**src/design/sia_pkg.sv**
```systemverilog
// Package for the signed integer ALU/divide core.
// Types, operation codes and sizes shared by all design files; no dependencies.
package sia_pkg;

    typedef enum logic [2:0] {
        OP_ADD = 3'd0,
        OP_SUB = 3'd1,
        OP_MUL = 3'd2,
        OP_DIV = 3'd3,
        OP_MOD = 3'd4
    } op_t;

    typedef struct packed {
        logic [2:0]   kind;
        logic signed [31:0] operand_a;
        logic signed [31:0] operand_b;
    } in_item_t;

    typedef struct packed {
        logic signed [63:0] value;
        logic signed [31:0] remainder_part;
        logic               div_by_zero;
    } out_item_t;

    // classified item passed from front to back
    typedef struct packed {
        logic        is_add;
        logic        is_sub;
        logic        is_mul;
        logic        is_div;
        logic        is_mod;
        logic        dz;
        logic        neg_q;
        logic        neg_r;
        logic [31:0] mag_a;
        logic [31:0] mag_b;
        logic signed [31:0] a;
        logic signed [31:0] b;
    } cls_t;

    localparam int unsigned QDEPTH = 2;
    localparam int unsigned QAW    = 1;
    localparam int unsigned DSTG   = 32;

endpackage

```
**src/design/sia_front.sv**
```systemverilog
// Front part: accepts a command and classifies it (op decode, signs, magnitudes).
// Uses sia_pkg.
module sia_front (
    input  logic               clk,
    input  logic               rst_n,
    input  logic               start,
    input  sia_pkg::in_item_t  cmd,
    output logic               busy,
    output logic               cls_valid,
    output sia_pkg::cls_t      cls
);

    logic          valid_reg;
    sia_pkg::cls_t cls_reg;
    sia_pkg::cls_t cls_next;
    logic          bz;

    assign busy = 1'b0;

    always_comb
    begin
        bz = (cmd.operand_b == 32'sd0);
        cls_next        = '0;
        cls_next.is_add = (cmd.kind == sia_pkg::OP_ADD);
        cls_next.is_sub = (cmd.kind == sia_pkg::OP_SUB);
        cls_next.is_mul = (cmd.kind == sia_pkg::OP_MUL);
        cls_next.is_div = (cmd.kind == sia_pkg::OP_DIV);
        cls_next.is_mod = (cmd.kind == sia_pkg::OP_MOD);
        cls_next.dz     = bz && (cls_next.is_div || cls_next.is_mod);
        cls_next.neg_r  = cmd.operand_a[31];
        cls_next.neg_q  = cmd.operand_a[31] ^ cmd.operand_b[31];
        cls_next.mag_a  = cmd.operand_a[31] ? (32'd0 - cmd.operand_a) : cmd.operand_a;
        cls_next.mag_b  = cmd.operand_b[31] ? (32'd0 - cmd.operand_b) : cmd.operand_b;
        cls_next.a      = cmd.operand_a;
        cls_next.b      = cmd.operand_b;
    end

    always_ff @(posedge clk or negedge rst_n)
    begin
        if (!rst_n)
        begin
            valid_reg <= 1'b0;
        end
        else
        begin
            valid_reg <= start;
        end
    end

    always_ff @(posedge clk)
    begin
        if (start)
        begin
            cls_reg <= cls_next;
        end
    end

    assign cls_valid = valid_reg;
    assign cls       = cls_reg;

endmodule

```
**config.mk**
```make
export PLATFORM = sky130hd
export DESIGN_NAME = sia_front
export DESIGN_NICKNAME = d
export VERILOG_FILES = /design/src/design/sia_pkg.sv /design/src/design/sia_front.sv
export SDC_FILE = /design/constraint.sdc
export NUM_CORES = 1
export LEC_CHECK = 0
export CAP_MARGIN = 25
export CORE_MARGIN = 10
export CORE_UTILIZATION = 57
export CTS_CLUSTER_SIZE = 16
export DETAILED_ROUTE_END_ITERATION = 10
export DONT_BUFFER_PORTS = 1
export PLACE_DENSITY = 0.75
export SLEW_MARGIN = 20
export SYNTH_ARGS = -nofsm -noshare
export SYNTH_HDL_FRONTEND = slang
export SYNTH_SLANG_ARGS = --single-unit
export TNS_END_PERCENT = 10
```
**constraint.sdc**
```tcl
create_clock -name clk -period 0.8 [get_ports clk]
set_input_delay 0.24 -clock clk [delete_from_list [all_inputs] [get_ports clk]]
set_output_delay 0.24 -clock clk [all_outputs]
set_load 0.1 [all_outputs]
```
==> results of run 1 <==
## cell families after synthesis
kind of cell | count (synthesis) | share of synthesized area (%)
XOR/XNOR | 59 | 9.231
flip-flops | 134 | 71.79
other | 1 | 0.06699
AO/OA/AOI/OAI | 51 | 7.264
adder cells (fa/ha/maj) | 4 | 0.8941
AND/OR/NAND/NOR | 82 | 9.075
buffers and inverters | 20 | 1.676
## metrics by stage
step                cells  worst slack, ns  utilization [%]
detailed placement    645           -1.104            91.96
global placement      645          -0.9357            91.96
floorplan             351          -0.9292                -
==> results.rst, run 1 <==
.. list-table::
   :header-rows: 1

   * - Metric
     - Value
   * - Most common flop cell mapped by yosys
     - edfxtp_1
   * - Number of CTS-inserted buffers
     - 17
   * - Die span in x
     - 119.1 um
   * - Synth area leader
     - edfxtp_1
   * - Chip height
     - roughly 120 um
   * - Number of buffers added on ports
     - 0
   * - Most used standard cell by instance count after synthesis
     - edfxtp_1
   * - Post-CTS sizing
     - approximately 110
   * - Register bit count reported by yosys
     - 134
   * - Hold_buf cts
     - 68
   * - Largest cells by area after synthesis
     - edfxtp_1 (71%), xnor2_1 (9.1%), o31ai_1 (2.5%)
   * - Initial cell density of the core
     - 57.80%
   * - Total number of clock tree sinks
     - 134
   * - Status
     - did not finish
   * - Number of ports placed on the die boundary
     - 208
   * - Post-synthesis instance area
     - 5598 um^2
   * - Placed Instance Area
     - between 8000 and 9000 um^2
   * - Max clock buf depth
     - 2
   * - First error line in the log
     - [ERROR DPL-0038] Utilization greater than 100%, impossible to legalize
   * - Count of synthesis-stage warnings from yosys
     - 0
   * - Average cell area after synthesis
     - 15.95 um^2
   * - Row count
     - 36
   * - Routability cong.
     - 0.8081
   * - Post-synth top cells
     - edfxtp_1 (133), xnor2_1 (58), nand2_1 (24)
   * - Stop stage
     - clock tree synthesis
   * - Share of flip-flops with an asynchronous set or reset
     - 0.7463%
   * - Count of flip-flops with a built-in enable after synthesis
     - 133
   * - Net count after synthesis
     - 425
   * - Share of synthesized area occupied by flip-flops and latches
     - 71.79%
   * - Detailed Place HPWL
     - 14.39 mm
   * - Master cell of the clock root buffer
     - clkbuf_8
   * - Post-synth top area share
     - 71.35%
   * - Number of buffers added for setup after CTS
     - 12
   * - Unique cell type count in the Yosys netlist
     - 38
   * - # H-tree levels
     - 4
   * - Post-synthesis cell count
     - approximately 350
==> run 2: changes to the inputs <==
--- a/config.mk
+++ b/config.mk
@@ -7,11 +7,10 @@
 export LEC_CHECK = 0
 export CAP_MARGIN = 25
 export CORE_MARGIN = 10
-export CORE_UTILIZATION = 57
-export CTS_CLUSTER_SIZE = 16
+export CORE_UTILIZATION = 40
 export DETAILED_ROUTE_END_ITERATION = 10
 export DONT_BUFFER_PORTS = 1
-export PLACE_DENSITY = 0.75
+export PLACE_DENSITY_LB_ADDON = 0.15
 export SLEW_MARGIN = 20
 export SYNTH_ARGS = -nofsm -noshare
 export SYNTH_HDL_FRONTEND = slang
==> constraint.sdc (replaced) <==
create_clock -name clk -period 1 [get_ports clk]
set_input_delay 0.3 -clock clk [delete_from_list [all_inputs] [get_ports clk]]
set_output_delay 0.3 -clock clk [all_outputs]
set_load 0.1 [all_outputs]
==> run 2 against run 1 <==
  * Synthesized cell count is the same
  * Synthesized area stayed put
  * The flow now finishes, with violations (negative setup slack)
==> results.rst, run 2 <==
.. list-table::
   :header-rows: 1

   * - Metric
     - Value
   * - Critical path launch point type
     - input pin
   * - Violations in the final reports
     - negative setup slack
   * - Average detailed-routed wire length per instance
     - 23.35 um
   * - Core region area
     - 13770 um^2
   * - Most common flop cell mapped by yosys
     - edfxtp_1
   * - Full die area
     - approximately 19000 um^2
   * - Post-synth top cells
     - edfxtp_1 (133), xnor2_1 (58), nand2_1 (24)
   * - Beginning of the critical path
     - cmd[34]
   * - Die span in x
     - 138.3 um (+16%)
   * - Per-cell via count in the routed design
     - 5.165
   * - Antenna diodes
     - 0
   * - Number of routed nets with antenna violations
     - 0
   * - # H-tree levels
     - 4 (unchanged)
   * - Final net count
     - 690
   * - Total number of clock tree sinks
     - 134 (unchanged)
   * - Count of flip-flops with a built-in enable after synthesis
     - 133 (unchanged)
   * - Layout area overhead
     - 94.37%
   * - Initial cell density of the core
     - 40.64% (-17 points)
   * - Share of flip-flops with an asynchronous set or reset
     - 0.7463% (unchanged)
   * - Antenna violations before repair
     - 0
   * - Cell at the slowest stage of the critical path
     - or3_1
   * - Largest cells by area after synthesis
     - edfxtp_1 (71%), xnor2_1 (9.1%), o31ai_1 (2.5%)
   * - Number of design-rule violations left by the first detailed-router iteration
     - roughly 240
   * - Sequential Power Share
     - 36.6%
   * - Endpoint kind of the worst setup timing path
     - register
   * - Synth area leader
     - edfxtp_1
   * - Unrepaired setup endpoints after global routing
     - true
   * - Placement-stage worst setup slack
     - -0.8460 ns (+0.2580 ns)
   * - Post-synthesis instance area
     - 5598 um^2 (unchanged)
   * - Data arrival at the endpoint of the critical path
     - approximately 1.7 ns
   * - Register bit count reported by yosys
     - 134 (unchanged)
   * - Number of buffers added on ports
     - 0 (unchanged)
   * - Tightest Pin Transition
     - 0.5897 ns
   * - Final instance area
     - 10880 um^2
   * - Total number of vias
     - 4173
   * - Drt pass-1 iters
     - 6
   * - Max clock buf depth
     - 2 (unchanged)
   * - Required time worst endpoint
     - roughly 1.2 ns
   * - Final Cycle Share
     - 146.9%
   * - Overall routing resource usage
     - 18.88%
   * - Count of synthesis-stage warnings from yosys
     - 0 (unchanged)
   * - Share of synthesized area occupied by flip-flops and latches
     - 71.79% (unchanged)
   * - Number of flip-flops in the largest register
     - 133
   * - Row count
     - 43 (+19%)
   * - Share of cells above drive strength 1
     - 47.45%
   * - Post-synth top area share
     - 71.35% (unchanged)
   * - Master cell of the clock root buffer
     - clkbuf_16
   * - Net count after synthesis
     - 425 (unchanged)
   * - Total overflow reported by the global router
     - 0
   * - Worst slack on hold paths
     - 0.01176 ns
   * - Unique cell type count in the Yosys netlist
     - 38 (unchanged)
   * - Leakage
     - 0.004126 uW
   * - Most common cell after layout, fill and taps aside
     - buf_12
   * - Worst setup slack after layout
     - -0.4686 ns
   * - Clock network fraction of total power
     - between 20% and 30%
   * - Worst setup path class
     - input pin to register
   * - Net switching component of the power
     - 6952 uW
   * - Maximum number of pins on one net before global-route repair
     - 135
   * - Global-route wire length before repair
     - 27.93 mm
   * - Setup TNS
     - -59.91 ns
   * - Power share of the combinational group
     - between 30% and 40%
   * - Count of maximum capacitance violations
     - 0
   * - CTS clock-pin slew for the worst setup and hold paths
     - approximately 0.060 ns
   * - Count of final setup violators
     - 202
   * - Average cell area after synthesis
     - 15.95 um^2 (unchanged)
   * - Chip height
     - 138.3 um (+16%)
   * - Achievable clock frequency
     - 680.9 MHz
   * - Most used standard cell by instance count after synthesis
     - edfxtp_1
   * - Critical Path, Cell by Cell
     - nor4_4 -> nand4_1 -> buf_6 -> or3_1 -> nor4b_2
   * - Clock tree from TritonCTS
     - done
   * - Number of global-route vias before repair
     - 4532
   * - Min-Delay Path Class
     - input pin to register
   * - Most used cells in the layout excluding fill and tap cells
     - buf_12 (136), edfxtp_1 (133), dlygate4sd3_1 (68)
   * - Final WL
     - between 15 and 20 mm
   * - Worst setup endpoint
     - cls[127]$_SDFFCE_PN0P_
   * - Internal cell power
     - 12810 uW
   * - Detailed Place HPWL
     - 11.45 mm (-20%)
   * - Status
     - finished with violations
   * - Crit-path max cell delay
     - roughly 0.39 ns
   * - Post-synthesis cell count
     - 351 (unchanged)
   * - CP max FO
     - 6
   * - Post-route minimum period
     - 1.469 ns
   * - Final hold violation count
     - 0
   * - Normalized max-slew margin
     - 60.56%
   * - Count of unresolved DRC violations after routing
     - 0
   * - Number of CTS-inserted buffers
     - 17 (unchanged)
   * - Worst voltage drop across the vdd grid
     - 1.209 mV
   * - Slew Limit Fails
     - 0
   * - Cell Pwr Density
     - 1816 nW/um^2
   * - Net switching fraction of the power
     - 35.18%
   * - Routability cong.
     - 0.7653 (-5.3%)
   * - Number of ports placed on the die boundary
     - 208 (unchanged)
   * - Placed Instance Area
     - 8992 um^2 (+0.97%)
==> run 2: cell counts after synthesis <==
Identical to the previous run, type by type.
==> run 2: worst min-delay path by stage <==
stage	cells after the start	start	slack, ns	end
after floorplan	0	rst_n	0.004	cls_valid$_DFF_PN0_
after global placement	0	rst_n	0.004	cls_valid$_DFF_PN0_
after detailed placement	0	rst_n	0.004	cls_valid$_DFF_PN0_
after CTS	0	start	-0.08	cls_valid$_DFF_PN0_
after global routing	0	start	-0.007	cls[45]$_DFFE_PP_
final	0	start	0.01	cls[124]$_DFFE_PP_
==> run 2: what timing repair did <==
item,4_1_cts,5_1_grt
pin swaps,20,20
buffers inserted,8,7
endpoints found under the setup margin,184,190
hold buffers,65,3
endpoints found under the hold margin,101,11
gates cloned,1,0
gates resized for setup,63,44
==> run 2: stage by stage <==
stage	power, uW	util (%)	instances
3_3_place_gp	13660	65.29	694
3_5_place_dp	13720	65.29	694
6_report	19760	79.00	808
4_1_cts	19780	76.93	799
2_1_floorplan	11210	-	351
5_1_grt	20260	79.00	808
==> run 2: layout make-up <==
cell class / instances / area (um^2)
clock buffers: 18 / 429.2
clock inverters: 13 / 115.1
fillers: 718 / 2893
inverters: 7 / 26.28
multi-input cells: 198 / 2141
flip-flops and latches: 134 / 4019
well taps: 180 / 225.2
repair buffers: 258 / 3925
==> run 2: worst max-delay path: cells and delay by family <==
family / cells / cell delay, ns
AND/OR/NAND/NOR: 4 / 1.20
buffers and inverters: 1 / 0.19
==> run 2: metal layers <==
metal  vias to the layer above  track usage, %  wire (um)
met4                         0           7.270        235
li1                       1893               -          -
met5                         -               0          0
met1                      2074           19.85       6934
met3                        18           7.979       1589
met2                       188           32.78      10110
==> run 2: cells by family (layout without fill, tap and decap cells) <==
group,count (synthesis),in the layout,share of synthesized area [%]
flops,134,134,71.79
simple gates,82,83,9.075
xor+xnor,59,59,9.231
compound gates,51,51,7.264
buf+inv,20,296,1.676
fa+ha+maj,4,4,0.8941
other cells,1,1,0.06699
==> run 2: power by group through the flow <==
stage	clock (uW)	combinational [uW]	sequential [uW]
finish	5830	6700	7230
global route	6140	6840	7270
CTS	5880	6660	7240
detailed placement	0	6370	7350
global placement	0	6340	7320
floorplan	0	543	10700
No activity file was read; power rests on OpenSTA's default activity.
==> run 3: changes to the inputs <==
--- a/config.mk
+++ b/config.mk
@@ -10,7 +10,6 @@
 export CORE_UTILIZATION = 40
 export DETAILED_ROUTE_END_ITERATION = 10
 export DONT_BUFFER_PORTS = 1
-export PLACE_DENSITY_LB_ADDON = 0.15
 export SLEW_MARGIN = 20
 export SYNTH_ARGS = -nofsm -noshare
 export SYNTH_HDL_FRONTEND = slang
==> run 3 against run 2 <==
  * The run ends with negative hold slack, negative setup slack left
  * Die area stayed put
  * Hold slack worse by 0.027 ns
  * Non-clock buffer count shrank 4
  * Utilization grew 0.11 points
  * Highest routed layer unchanged
  * Cell count down 0.50%
  * Critical endpoint is now cls[115]$_DFFE_PP_
  * Global-route usage increased by 1.3 points
  * Critical path type unchanged
  * Sequential share of layout area decreased by 0.051 points
  * Largest power group unchanged
  * Clock-buffer cell count shrank 1
  * Via count is 4.2% higher
  * Critical path depth grew 1
==> results.rst, run 3 (synthesis results as in run 2) <==
.. list-table::
   :header-rows: 1

   * - Metric
     - Value
   * - Achievable clock frequency
     - 649.5 MHz (-4.6%)
   * - Slew Limit Fails
     - 0 (unchanged)
   * - Per-cell via count in the routed design
     - 5.410 (+4.8%)
   * - Initial cell density of the core
     - 40.64% (unchanged)
   * - Count of maximum capacitance violations
     - 0 (unchanged)
   * - Total overflow reported by the global router
     - 0 (unchanged)
   * - Master cell of the clock root buffer
     - clkbuf_16
   * - Min-Delay Path Class
     - input pin to register
   * - Worst setup slack after layout
     - -0.5397 ns (-0.07114 ns)
   * - Total number of clock tree sinks
     - 134 (unchanged)
   * - Antenna diodes
     - 0 (unchanged)
   * - Final net count
     - 685 (-0.72%)
   * - Number of global-route vias before repair
     - 4606 (+1.6%)
   * - Status
     - finished with violations
   * - Endpoint of the worst hold path
     - cls[54]$_DFFE_PP_
   * - Total number of vias
     - 4350 (+4.2%)
   * - Critical Path, Cell by Cell
     - nor4_4 -> nand4_1 -> buf_6 -> buf_4 -> o41ai_4 -> xnor2_1
   * - Number of CTS-inserted buffers
     - 17 (unchanged)
   * - Clock network fraction of total power
     - 30.2% (+0.7 points)
   * - Routed met2 length
     - 11.17 mm (+10%)
   * - Violations in the final reports
     - negative hold slack, negative setup slack
   * - Antenna violations before repair
     - 0 (unchanged)
   * - Sequential Power Share
     - 36.3% (-0.3 points)
   * - Core occupancy in the finished layout
     - 79.11% (+0.11 points)
   * - Critical path buffers and inverters
     - 2 (+1)
   * - Final instance count without filler cells
     - 804 (-0.50%)
   * - Full die area
     - 19130 um^2 (unchanged)
   * - Detailed Place HPWL
     - 12.08 mm (+5.5%)
   * - Count of unresolved DRC violations after routing
     - 0 (unchanged)
   * - Clock tree from TritonCTS
     - done
   * - Net switching component of the power
     - 7191 uW (+3.4%)
   * - Most used cells in the layout excluding fill and tap cells
     - buf_12 (137), edfxtp_1 (133), dlygate4sd3_1 (65)
   * - # H-tree levels
     - 4 (unchanged)
   * - Endpoint kind of the worst setup timing path
     - register
   * - Critical hold path startpoint
     - start
   * - Total length of routed met3 wires
     - 2.121 mm (+33%)
   * - Highest metal used
     - met4
   * - Cell at the slowest stage of the critical path
     - o41ai_4
   * - Post-route minimum period
     - 1.540 ns (+0.07114 ns)
   * - Internal cell power
     - 12840 uW (+0.24%)
   * - Die span in x
     - 138.3 um (unchanged)
   * - Number of design-rule violations left by the first detailed-router iteration
     - 377 (+58%)
   * - Unrepaired setup endpoints after global routing
     - true
   * - Hold_buf cts
     - 65 (unchanged)
   * - Row count
     - 43 (unchanged)
   * - Overall routing resource usage
     - 20.13% (+1.3 points)
   * - Most common cell after layout, fill and taps aside
     - buf_12
   * - Final WL
     - 21.07 mm (+12%)
   * - Worst voltage drop across the vdd grid
     - 1.443 mV (+19%)
   * - Layout area overhead
     - 94.63%
   * - Hold Crit Depth
     - 0 (unchanged)
   * - Max clock buf depth
     - 2 (unchanged)
   * - Share of cells above drive strength 1
     - 47.76% (+0.30 points)
   * - Number of routed nets with antenna violations
     - 0 (unchanged)
   * - Worst setup path class
     - input pin to register
   * - Global-route wire length before repair
     - 29.82 mm (+6.8%)
   * - Worst slack on hold paths
     - -0.01494 ns (-0.02670 ns)
   * - Count of final setup violators
     - 185 (-8.4%)
   * - Power share of the combinational group
     - 33.5% (-0.4 points)
   * - Cell Pwr Density
     - 1839 nW/um^2 (+1.2%)
   * - CTS clock-pin slew for the worst setup and hold paths
     - 0.06 ns (about the same)
   * - Number of ports placed on the die boundary
     - 208 (unchanged)
   * - Crit-path max cell delay
     - 0.36 ns (-0.03 ns)
   * - Data arrival at the endpoint of the critical path
     - 1.70 ns (about the same)
   * - Top Family by Delay on Critical Path
     - simple AND/OR/NAND/NOR gates
   * - Net switching fraction of the power
     - 35.89% (+0.72 points)
   * - Average detailed-routed wire length per instance
     - 26.21 um (+12%)
   * - CP max FO
     - 6 (unchanged)
   * - Maximum number of pins on one net before global-route repair
     - 135 (unchanged)
   * - Required time worst endpoint
     - 1.16 ns (-0.07 ns)
   * - Dpl cells
     - 690 (-0.58%)
   * - Placement-stage worst setup slack
     - -0.8514 ns (-0.005419 ns)
   * - Final Cycle Share
     - 154.0% (+7.1 points)
   * - Chip height
     - 138.3 um (unchanged)
   * - Number of flip-flops in the largest register
     - 133 (unchanged)
   * - Leakage
     - 0.004154 uW (+0.68%)
   * - Met1 wire length
     - 7.431 mm (+7.2%)
   * - Drt pass-1 iters
     - 4 (-2)
   * - Critical path launch point type
     - input pin
   * - Final hold violation count
     - 18 (+18)
   * - Routability cong.
     - 0.7620 (-0.43%)
   * - Number of buffers added on ports
     - 0 (unchanged)
   * - Core region area
     - 13770 um^2 (unchanged)
run 3: cell types whose count changed in the layout (fill, tap and decap cells not counted), moves of 3 or more:
cell           previous run  this run
buf_6                    17        10
buf_4                    34        37
clkinvlp_4                2         5
dlygate4sd3_1            68        65
nand2_1                  19        22
nand2_2                   5         2
nor2_1                    3         6
o41ai_4                   7        10
run 3: metrics by stage:
step           total power [uW]  instance area (um^2)  setup TNS, ns
2_1_floorplan             11210                  5792         -58.29
3_3_place_gp              13660                  8975         -33.56
3_5_place_dp              13740                  8975         -35.80
4_1_cts                   19940                 10530         -56.74
5_1_grt                   20460                 10900         -65.77
6_report                  20030                 10900         -60.03
run 3: timing repair:
action                                  4_1_cts  5_1_grt
resized for setup                            69       33
buffers inserted                              2       14
cloned                                        0        1
pin swaps                                    22       20
endpoints found under the setup margin      186      189
hold endpoints to repair                    128       38
run 3: power by group through the flow:
stage               Clock, uW  Sequential, uW  Combinational [uW]
floorplan                   0           10700                 543
global placement            0            7330                6330
detailed placement          0            7360                6380
CTS                      6020            7250                6670
global route             6300            7310                6850
finish                   6050            7270                6720
run 3: area by class of cell:
class	instances	area [um^2]
clock buffers	17	425.4
well taps	180	225.2
clock inverters	15	138.9
repair buffers	254	3899
fillers	693	2878
multi-input cells	197	2162
flip-flops and latches	134	4019
inverters	7	26.28
run 3: how the worst max path moves through the flow:
stage | slack [ns] | from | cells past startpoint | endpoint
2_1_floorplan | -0.79 | cmd[57] | 5 | cls[124]$_DFFE_PP_
3_3_place_gp | -0.76 | cmd[32] | 6 | cls[120]$_DFFE_PP_
3_5_place_dp | -0.85 | cmd[33] | 8 | cls[122]$_DFFE_PP_
4_1_cts | -0.45 | cls[32]$_DFFE_PP_ | 1 | cls[32]
5_1_grt | -0.55 | cmd[34] | 6 | cls[115]$_DFFE_PP_
6_report | -0.54 | cmd[34] | 6 | cls[115]$_DFFE_PP_
run 3: metal layers:
layer | track usage [%] | vias to the layer above
li1 | - | 1878
met1 | 21.41 | 2174
met2 | 34.19 | 267
met3 | 9.692 | 31
met4 | 6.937 | 0
met5 | 0 | -
